File: src/hdl/gcc_cell.sv
// one pipeline slot: valid flag plus payload, moves when en is high
module gcc_cell #(
	parameter int W = 8
) (
	input  logic         clk,
	input  logic         arst_n,
	input  logic         en,
	input  logic         vin,
	input  logic [W-1:0] din,
	output logic         vout,
	output logic [W-1:0] dout
);
	logic         valid_q;
	logic [W-1:0] data_q;

	always_ff @(posedge clk or negedge arst_n) begin
		if (!arst_n) begin
			valid_q <= 1'b0;
		end else if (en) begin
			valid_q <= vin;
		end
	end

	always_ff @(posedge clk) begin
		if (en) begin
			data_q <= din;
		end
	end

	assign vout = valid_q;
	assign dout = data_q;
endmodule

File: config.mk
export PLATFORM = sky130hd
export DESIGN_NAME = gcc_cell
export DESIGN_NICKNAME = d
export VERILOG_FILES = /design/src/hdl/gcc_cell.sv
export SDC_FILE = /design/constraint.sdc
export NUM_CORES = 1
export LEC_CHECK = 0
export BUFFER_PORTS_ARGS = -buffer_cell sky130_fd_sc_hd__buf_2
export CORE_AREA = 5 5 42 44
export CTS_CLUSTER_SIZE = 14
export DETAILED_ROUTE_END_ITERATION = 8
export DIE_AREA = 0 0 47 49
export GPL_TIMING_DRIVEN = 1
export MAX_ROUTING_LAYER = met4
export PLACE_DENSITY_LB_ADDON = 0.3
export SLEW_MARGIN = 25
export SYNTH_ARGS = -nofsm -noshare
export SYNTH_HDL_FRONTEND = slang
export SYNTH_SLANG_ARGS = --single-unit
File: constraint.sdc
create_clock -name clk -period 0.8 [get_ports clk]
set_input_delay 0.16 -clock clk [delete_from_list [all_inputs] [get_ports clk]]
set_output_delay 0.16 -clock clk [all_outputs]
set_load 0.02 [all_outputs]
* Yosys cells after proc, flatten, opt, wreduce, memory -nomap -nowiden
Index checks and enable logic that the tools add are counted.
** Storage, ports and cells
- Flip-flop bits (word level) :: 9
- Input bits :: 12
- Output and inout bits :: 9

* Logic depth before layout (Yosys ltp)
Gate-level depths: netlist (run 1).
- Depth in word-level cells :: 0
- Depth in mapped cells :: 1

* Worst setup path after synthesis (run 1)
No wires, ideal clock.
- Path kind :: reg2reg
- Start point :: register, netlist name vout
- End point :: register valid_q (netlist: vout)
- Library setup time :: 0.125 ns
- Arrival time :: 0.710 ns
- Required time :: 0.675 ns
- Path slack :: -0.035 ns
- Stages on the path, launching flop included :: 2
- Cells stage by stage :: dfrtp_1 > mux2_4
** RTL lines
- to (signal assigned) :: line 20 : valid_q <= vin;
- to (decl) :: line 13 : logic valid_q;

* Worst setup path in the final report (run 1)
- Start point :: register valid_q (netlist: vout)
- End point :: output vout
** RTL lines
- to (decl) :: line 10 : output logic vout,
No word-level cell between the ends.

==> run metrics, run 1 <==
Seq/Total Area, Yosys=94.64%; clock-pin slew on the worst setup and hold paths=60 ps; worst reg2reg path depth=2; antenna-violating nets left=0; Residual DRC=0; uppermost layer routed=met4; Max Fclk=1.049 GHz; # fillers=137; register share of total power=53.1%; Sw Pwr=0.2331 mW; Ports=21; Final HPWL DP=497.4 um; Clock Skews=0 ps; Total Power=1.072 mW; initial antenna violation count=0; clock group share of total power=30.6%; Final WS setup=-153.0 ps; Reg2Reg Capture Point=vout; nets=51; Comb power frac=16.3%; RSZ-0062 raised after global routing=yes; met1 wire length=158 um; TritonCTS Buffers=3; startpoint type of the worst setup path=flop; delay-heaviest family, CP=flip-flops; P_int=0.8388 mW; Slew HR=91.14%; WHS Endpoint=dout[3]; share of layout cells above drive strength 1=73.68%; average wire per standard cell=11.65 um; Peak VDD IR=646.7 uV; root buffer cell=clkbuf_4; starting density of the core=20.00%; GRT Total Usage=6.072%; min-delay src=din[3]; mapped cell area=280.3 um2; # setup viols final=10; Slew Viols, Final=0; Critical Path Source=vout; Die W=47 um; CP Data Arrival Time=790 ps; Longest Clk Path Bufs=2; Register Area=266.5 um2; CP Max Fanout=2; distinct cell type count after synthesis=3; Cell Chain, Critical Path=buf_6; critical path capture point type=output pin; placement row count=14; area of placed instances=416.7 um2; Initial DRT Pass Iterations=4; min-delay worst type=primary input to flop; Net Sw Frac=21.75%; Max-Cap Viols=0; final wirelength=629 um; Syn Nets=22; crit-path max cell delay=410 ps; IO buf count=20; pin count of the biggest net entering global routing=7; overall die area=2303 um2; violated checks=setup timing; Avg Inst Size Synth=28.03 um2; met2 WL=387 um; WS Path Type=flop to output pin; die height=49 um; Vias/cell=3.630; Area growth syn-to-layout=76.79%; ANT cells=0; design area=495.5 um2; hold depth=1; Syn Inst Count=10; CP bufs+invs=1; Num Clock Sinks=9; CTS tree=built; leak pwr=0.2213 nW; Req. time, crit path=640 ps; total grt overflow=0; Yosys reg bits=9; yosys warns=0; vias in the first global route=222; FF-to-FF Start=vout; Fin. Hold Viols=0; period utilisation layout=119.1%; status=finished, violations left; number of H-tree levels=1; Final Critical Period=953.0 ps; worst-margin pin slew=132.8 ps; FF-to-FF setup slack=-90 ps; first-pass GRT wire length=876 um; Cell Pwr Density=2163 nW/um2; worst skew pair latency=250 ps; core area=1401 um2; initial drt markers=9; GPL Wtd Cong=0.5557; routed via count=196; area of the multi-input gates=15.01 um2; critical path's slowest cell=dfrtp_2; met3 WL=75 um
==> synthesized netlist by cell type <==
library cell,count,share of area [%]
dfrtp_1,1,8.9
edfxtp_1,8,86
mux2_4,1,5.4
==> power by group through the flow <==
stage	Sequential (mW)	Clock [mW]	Combinational (mW)
after floorplan	0.626	0	0.00831
after global placement	0.572	0	0.134
after detailed placement	0.574	0	0.138
after CTS	0.565	0.331	0.155
after global routing	0.573	0.363	0.185
final	0.569	0.328	0.175
==> worst max path at each step <==
stage / depth (start not counted) / slack, ps / end
5_1_grt: 1 / -200 / dout[2]
6_report: 1 / -150 / vout
3_5_place_dp: 1 / 30 / vout
2_1_floorplan: 1 / -20 / vout
3_3_place_gp: 1 / 40 / vout
4_1_cts: 1 / -170 / dout[2]
==> metrics by stage <==
step	utilization [%]	worst slack, ps	setup TNS [ps]	hold WS, ps	cells
finish	35.36	-153.0	-1233	83.41	54
global route	35.36	-201.2	-1597	66.21	54
CTS	33.30	-171.2	-1311	77.38	54
detailed placement	29.73	33.16	0	-64.36	48
global placement	29.73	40.20	0	-65.71	48
floorplan	-	-22.22	-22.22	-135.6	10
==> layer usage <==
metal	vias to the layer above	global-route usage, %
met4	0	5.530
met2	14	10.41
li1	96	-
met3	2	3.690
met1	84	3.432
met5	-	-
==> timing repair <==
item | in CTS | in global routing
hold buffers | 1 | 0
buffers inserted | 1 | 0
setup endpoints to repair | 9 | 10
endpoints found under the hold margin | 1 | 0
resized for setup | 2 | 9
==> state kept, by name, indices dropped and copies added, names as in the netlist <==
signal and cells:
dout 8, vout 1
==> layout by cell type (no fill, tap or decap), drive strengths merged <==
master,count
dlygate4sd3,1
buf,23
mux2,1
clkbuf,4
dfrtp,1
edfxtp,8
==> logic make-up after synthesis <==
logic type  Yosys count  synth area share (%)
DFF                   9                 94.64
muxes                 1                 5.356
==> area by class of cell <==
cell class | instances | share of cell area, %
Tap cell | 16 | 4.040
Timing Repair Buffer | 24 | 33.84
Multi-Input combinational cell | 1 | 3.030
Sequential cell | 9 | 53.79
Clock buffer | 4 | 5.303
Note: power is estimated with default switching activity, not from simulation.
==> run 2: changes to the inputs <==
CORE_AREA = 2 2 39 41   (was 5 5 42 44)
DIE_AREA = 0 0 41 43   (was 0 0 47 49)
==> run 2 against run 1 <==
- the run still ends with setup timing left
- final cell count shrank 3.7%
- largest power group unchanged
- clock power increased by 3%
- setup slack improved by 5.7 ps
- highest routed layer is now met3
==> run metrics, run 2 (synthesis gave the netlist of run 1 again) <==
fin util=35.35% (about the same); root buffer cell=clkbuf_4; Req. time, crit path=640 ps (about the same); share of layout cells above drive strength 1=72.22% (-1.5 points); core area=1384 um2 (-1.2%); delay-heaviest family, CP=flip-flops; overall die area=1763 um2 (-23%); violated checks=setup timing; Num Clock Sinks=9 (unchanged); starting density of the core=20.25% (+0.25 points); TritonCTS Buffers=3 (unchanged); commonest non-fill, non-tap cell in the layout=buf_2; Place WS=36.50 ps (+3.342 ps); leak pwr=0.2150 nW (-2.8%); initial antenna violation count=0 (unchanged); worst-margin pin slew=110.7 ps (-22.11 ps); routed via count=183 (-6.6%); die height=43 um (-12%); total grt overflow=0 (unchanged); CP bufs+invs=1 (unchanged); min-delay worst type=primary input to flop; Cell Chain, Critical Path=buf_6; # setup viols final=9 (-1); Setup TNS Final=-1166 ps (+67.48 ps); Area growth syn-to-layout=74.55%; crit-path max cell delay=410 ps (about the same); max FFs per register=8 (unchanged); average wire per standard cell=9.731 um (-16%); Slew HR=92.62% (+1.5 points); most frequent cells in the layout=15 x buf_2, 8 x edfxtp_1, 5 x buf_6, 3 x clkbuf_4; GPL Wtd Cong=0.5598 (+0.74%); Max Fclk=1.056 GHz (+0.60%); Cell Pwr Density=2189 nW/um2 (+1.2%); final wirelength=506 um (-20%); nets=49 (-3.9%); pin count of the biggest net entering global routing=8 (+1); worst skew pair latency=250 ps (about the same); initial drt markers=3 (-6); CTS tree=built; Vias/cell=3.519 (-3.0%); placement row count=14 (unchanged); CP Max Fanout=2 (unchanged); Max-Cap Viols=0 (unchanged); Die W=41 um (-13%); IO buf count=20 (unchanged); CP Data Arrival Time=790 ps (about the same); Initial DRT Pass Iterations=2 (-2); Ports=21 (unchanged); worst reg2reg path depth=1 (-1); Fin. Hold Viols=0 (unchanged); period utilisation layout=118.4% (-0.71 points); hold depth=1 (unchanged); status=finished, violations left; critical path capture point type=output pin; clock-pin slew on the worst setup and hold paths=60 ps (about the same); number of H-tree levels=1 (unchanged); ANT cells=0 (unchanged); Residual DRC=0 (unchanged); vias in the first global route=178 (-20%); WS Path Type=flop to output pin; Final WS setup=-147.3 ps (+5.653 ps); Post-CTS Setup Bufs=0 (-1); Slew Viols, Final=0 (unchanged); first-pass GRT wire length=765 um (-13%); antenna-violating nets left=0 (unchanged); startpoint type of the worst setup path=flop; GRT Total Usage=7.531% (+1.5 points); WP depth=1 (unchanged); Clock Skews=0 ps (unchanged); critical path's slowest cell=dfrtp_2; Final Critical Period=947.3 ps (-5.653 ps); RSZ-0062 raised after global routing=yes; Longest Clk Path Bufs=2 (unchanged); Peak VDD IR=691.0 uV (+6.8%); hold_ws=81.07 ps (-2.343 ps)
run 2: metal layers:
layer	vias up	track usage (%)	wire length (um)
met5	-	-	0
met4	0	6.000	0
met3	0	5.236	64
met2	14	10.00	257
met1	79	7.119	184
li1	90	-	-
run 2: final timing paths:
| path | startpoint | to | slack, ps |
|---|---|---|---|
| worst max-delay path | vout | vout | -150 |
| worst max register to register | vout | vout | 20 |
| worst min register to register | vout | vout | 530 |
| min in group asynchronous | arst_n | vout | 200 |
| max in group asynchronous | arst_n | vout | 510 |
| worst min-delay path | din[5] | dout[5] | 80 |
run 2: final cells by class:
| class | instances | area (um2) |
|---|---|---|
| Multi-Input combinational cell | 1 | 15.01 |
| Tap cell | 16 | 20.02 |
| Timing Repair Buffer | 22 | 161.4 |
| Sequential cell | 9 | 266.5 |
| Fill cell | 138 | 894.6 |
| Clock buffer | 4 | 26.28 |
run 2: metrics by stage:
step	cells	instance area, um2	total power [mW]
2_1_floorplan	10	281.5	0.6344
3_3_place_gp	47	421.7	0.7106
3_5_place_dp	47	421.7	0.7123
4_1_cts	52	470.5	1.073
5_1_grt	52	489.2	1.141
6_report	52	489.2	1.071
run 2: timing repair:
item | 4_1_cts | 5_1_grt
hold endpoints to repair | 1 | 0
resized for setup | 4 | 6
hold buffers | 1 | 0
setup endpoints to repair | 9 | 9
gates cloned | 0 | 0
run 2: power by group:
group | internal, mW | switching, mW | total, mW
clock network | 0.191 | 0.146 | 0.337
logic | 0.0870 | 0.0778 | 0.165
registers | 0.555 | 0.0134 | 0.568
==> run 3: changes to the inputs <==
ABC_AREA = 1   (was not set)
CTS_CLUSTER_DIAMETER = 80   (was not set)
==> run 3 against run 2 <==
- the flow still finishes with violations (setup timing)
- fmax grew 0.49%
- sequential share of layout area grew 3.0 points
- sequential power is essentially flat
- non-clock buffer count shrank 1
- critical endpoint is now dout[5]
==> run metrics, run 3 <==
CP Max Fanout=1 (-1); Clock Skews=0 ps (unchanged); Reg2Reg Capture Point=vout; starting density of the core=20.25% (unchanged); met2 WL=279 um (+8.6%); commonest non-fill, non-tap cell in the layout=buf_2; Residual DRC=0 (unchanged); IO buf count=20 (unchanged); Fin. Hold Viols=0 (unchanged); design area=461.7 um2 (-5.6%); initial drt markers=0 (-3); Die W=41 um (unchanged); worst skew pair latency=250 ps (about the same); min-delay worst type=primary input to flop; Seq/Total Area, Yosys=94.64% (unchanged); Setup TNS Final=-1190 ps (-24.47 ps); Syn Inst Count=13 (+3); leak pwr=0.2108 nW (-2.0%); vias in the first global route=180 (+1.1%); Ports=21 (unchanged); Vias/cell=3.685 (+4.7%); Synth top cells by count=8 x edfxtp_1, 3 x nand2_1, 1 x dfrtp_1, 1 x inv_1; Final Critical Period=942.7 ps (-4.602 ps); core area=1384 um2 (unchanged); clock-pin slew on the worst setup and hold paths=60 ps (about the same); ANT cells=0 (unchanged); critical path capture point type=output pin; met1 wire length=182 um (-1.1%); placement row count=14 (unchanged); overall die area=1763 um2 (unchanged); mapped cell area=280.3 um2 (unchanged); hold_ws=75.88 ps (-5.194 ps); Syn Nets=25 (+14%); FF-to-FF setup slack=190 ps (+170 ps); most frequent cells in the layout=16 x buf_2, 8 x edfxtp_1, 4 x buf_6, 3 x nand2_1, 3 x clkbuf_4; crit-path max cell delay=360 ps (-50 ps); max FFs per register=8 (unchanged); most area-hungry cell type in the Yosys netlist=edfxtp_1; worst reg2reg path depth=2 (+1); Longest Clk Path Bufs=2 (unchanged); Synth area leaders=edfxtp_1 86%, dfrtp_1 8.9%, nand2_1 4.0%; period utilisation layout=117.8% (-0.58 points); nets=51 (+4.1%); Max Fclk=1.061 GHz (+0.49%); Area growth syn-to-layout=64.73%; Max-Cap Viols=0 (unchanged); EDFF count, synth=8 (unchanged); # fillers=144 (+4.3%); Yosys reg bits=9 (unchanged); first-pass GRT wire length=752 um (-1.7%); antenna-violating nets left=0 (unchanged); final wirelength=552 um (+9.1%); initial antenna violation count=0 (unchanged); area of placed instances=400.4 um2 (-5.0%); root buffer cell=clkbuf_4; total grt overflow=0 (unchanged); TritonCTS Buffers=3 (unchanged); GRT Total Usage=6.882% (-0.65 points); crit path to=dout[5]; Slew Viols, Final=0 (unchanged); status=finished, violations left; number of H-tree levels=1 (unchanged); delay-heaviest family, CP=flip-flops; Total Power=1.051 mW (-1.8%); CP Data Arrival Time=780 ps (about the same); share of layout cells above drive strength 1=60.53% (-12 points); yosys warns=0 (unchanged); Synth top area share=85.71% (unchanged); Cell Chain, Critical Path=buf_2; worst-margin pin slew=202.8 ps (+92.08 ps); violated checks=setup timing; Peak VDD IR=943.7 uV (+37%); startpoint type of the worst setup path=flop; average wire per standard cell=10.22 um (+5.1%); CTS tree=built; Initial DRT Pass Iterations=1 (-1); GPL Wtd Cong=0.5599 (about the same); die height=43 um (unchanged); pin count of the biggest net entering global routing=11 (+3); met3 WL=90 um (+41%); critical path's slowest cell=edfxtp_1; Avg Inst Size Synth=21.56 um2 (-23%); CP bufs+invs=1 (unchanged); WP depth=1 (unchanged); FF-to-FF Start=vout; Top FF cell, synth=edfxtp_1; Req. time, crit path=640 ps (about the same); routed via count=199 (+8.7%); Slew HR=86.48% (-6.1 points); Num Clock Sinks=9 (unchanged); RSZ-0062 raised after global routing=yes; most frequent cell after synthesis=edfxtp_1; Final WS setup=-142.7 ps (+4.602 ps); WS Path Type=flop to output pin; uppermost layer routed=met3; Async S/R FF share, synth=11.11% (unchanged); Cell Pwr Density=2276 nW/um2 (+4.0%); Critical Path Source=dout[5]; # setup viols final=9 (unchanged); distinct cell type count after synthesis=4 (+1)
[run 3: power by group]
group	total (mW)	switching [mW]	internal [mW]
clock network	0.341	0.149	0.192
registers	0.566	0.0128	0.553
logic	0.144	0.0772	0.0668
total	1.05	0.239	0.812
[run 3: per-stage QoR]
stage / utilization [%] / worst slack, ps / cells
final: 33.36 / -142.7 / 54
after CTS: 32.01 / -161.5 / 54
after floorplan: - / 124.0 / 13
after global routing: 33.36 / -179.0 / 54
after detailed placement: 28.93 / 104.0 / 49
after global placement: 28.93 / 126.4 / 49
[run 3: area by class of cell]
type / instances / area, um2 / area share (%)
repair buffers: 21 / 135.1 / 29.27
well taps: 16 / 20.02 / 4.336
multi-input cells: 3 / 11.26 / 2.439
inverters: 1 / 3.754 / 0.8130
clock buffers: 4 / 26.28 / 5.691
flip-flops and latches: 9 / 265.3 / 57.45
[run 3: worst min-delay path by stage]
stage          startpoint       to  depth (start not counted)
6_report           din[4]  dout[4]                          1
5_1_grt            din[7]  dout[7]                          1
4_1_cts            din[7]  dout[7]                          1
3_5_place_dp       arst_n     vout                          1
3_3_place_gp       arst_n     vout                          1
2_1_floorplan      arst_n     vout                          0
[run 3: what timing repair did]
action / CTS / global route
hold endpoints to repair: 1 / 0
hold buffers: 1 / 0
setup buffers: 0 / 0
endpoints found under the setup margin: 9 / 9
gates resized for setup: 2 / 6
[run 3: cells by family after synthesis]
logic type	after synthesis	synth area share, %
DFF	9	94.64
and+or+nand+nor	3	4.018
buffers and inverters	1	1.338
[run 3: metal layers]
metal,up-vias,GRT usage [%]
li1,96,-
met4,0,4.000
met1,87,7.047
met2,16,10.00
met5,-,-
met3,0,3.665
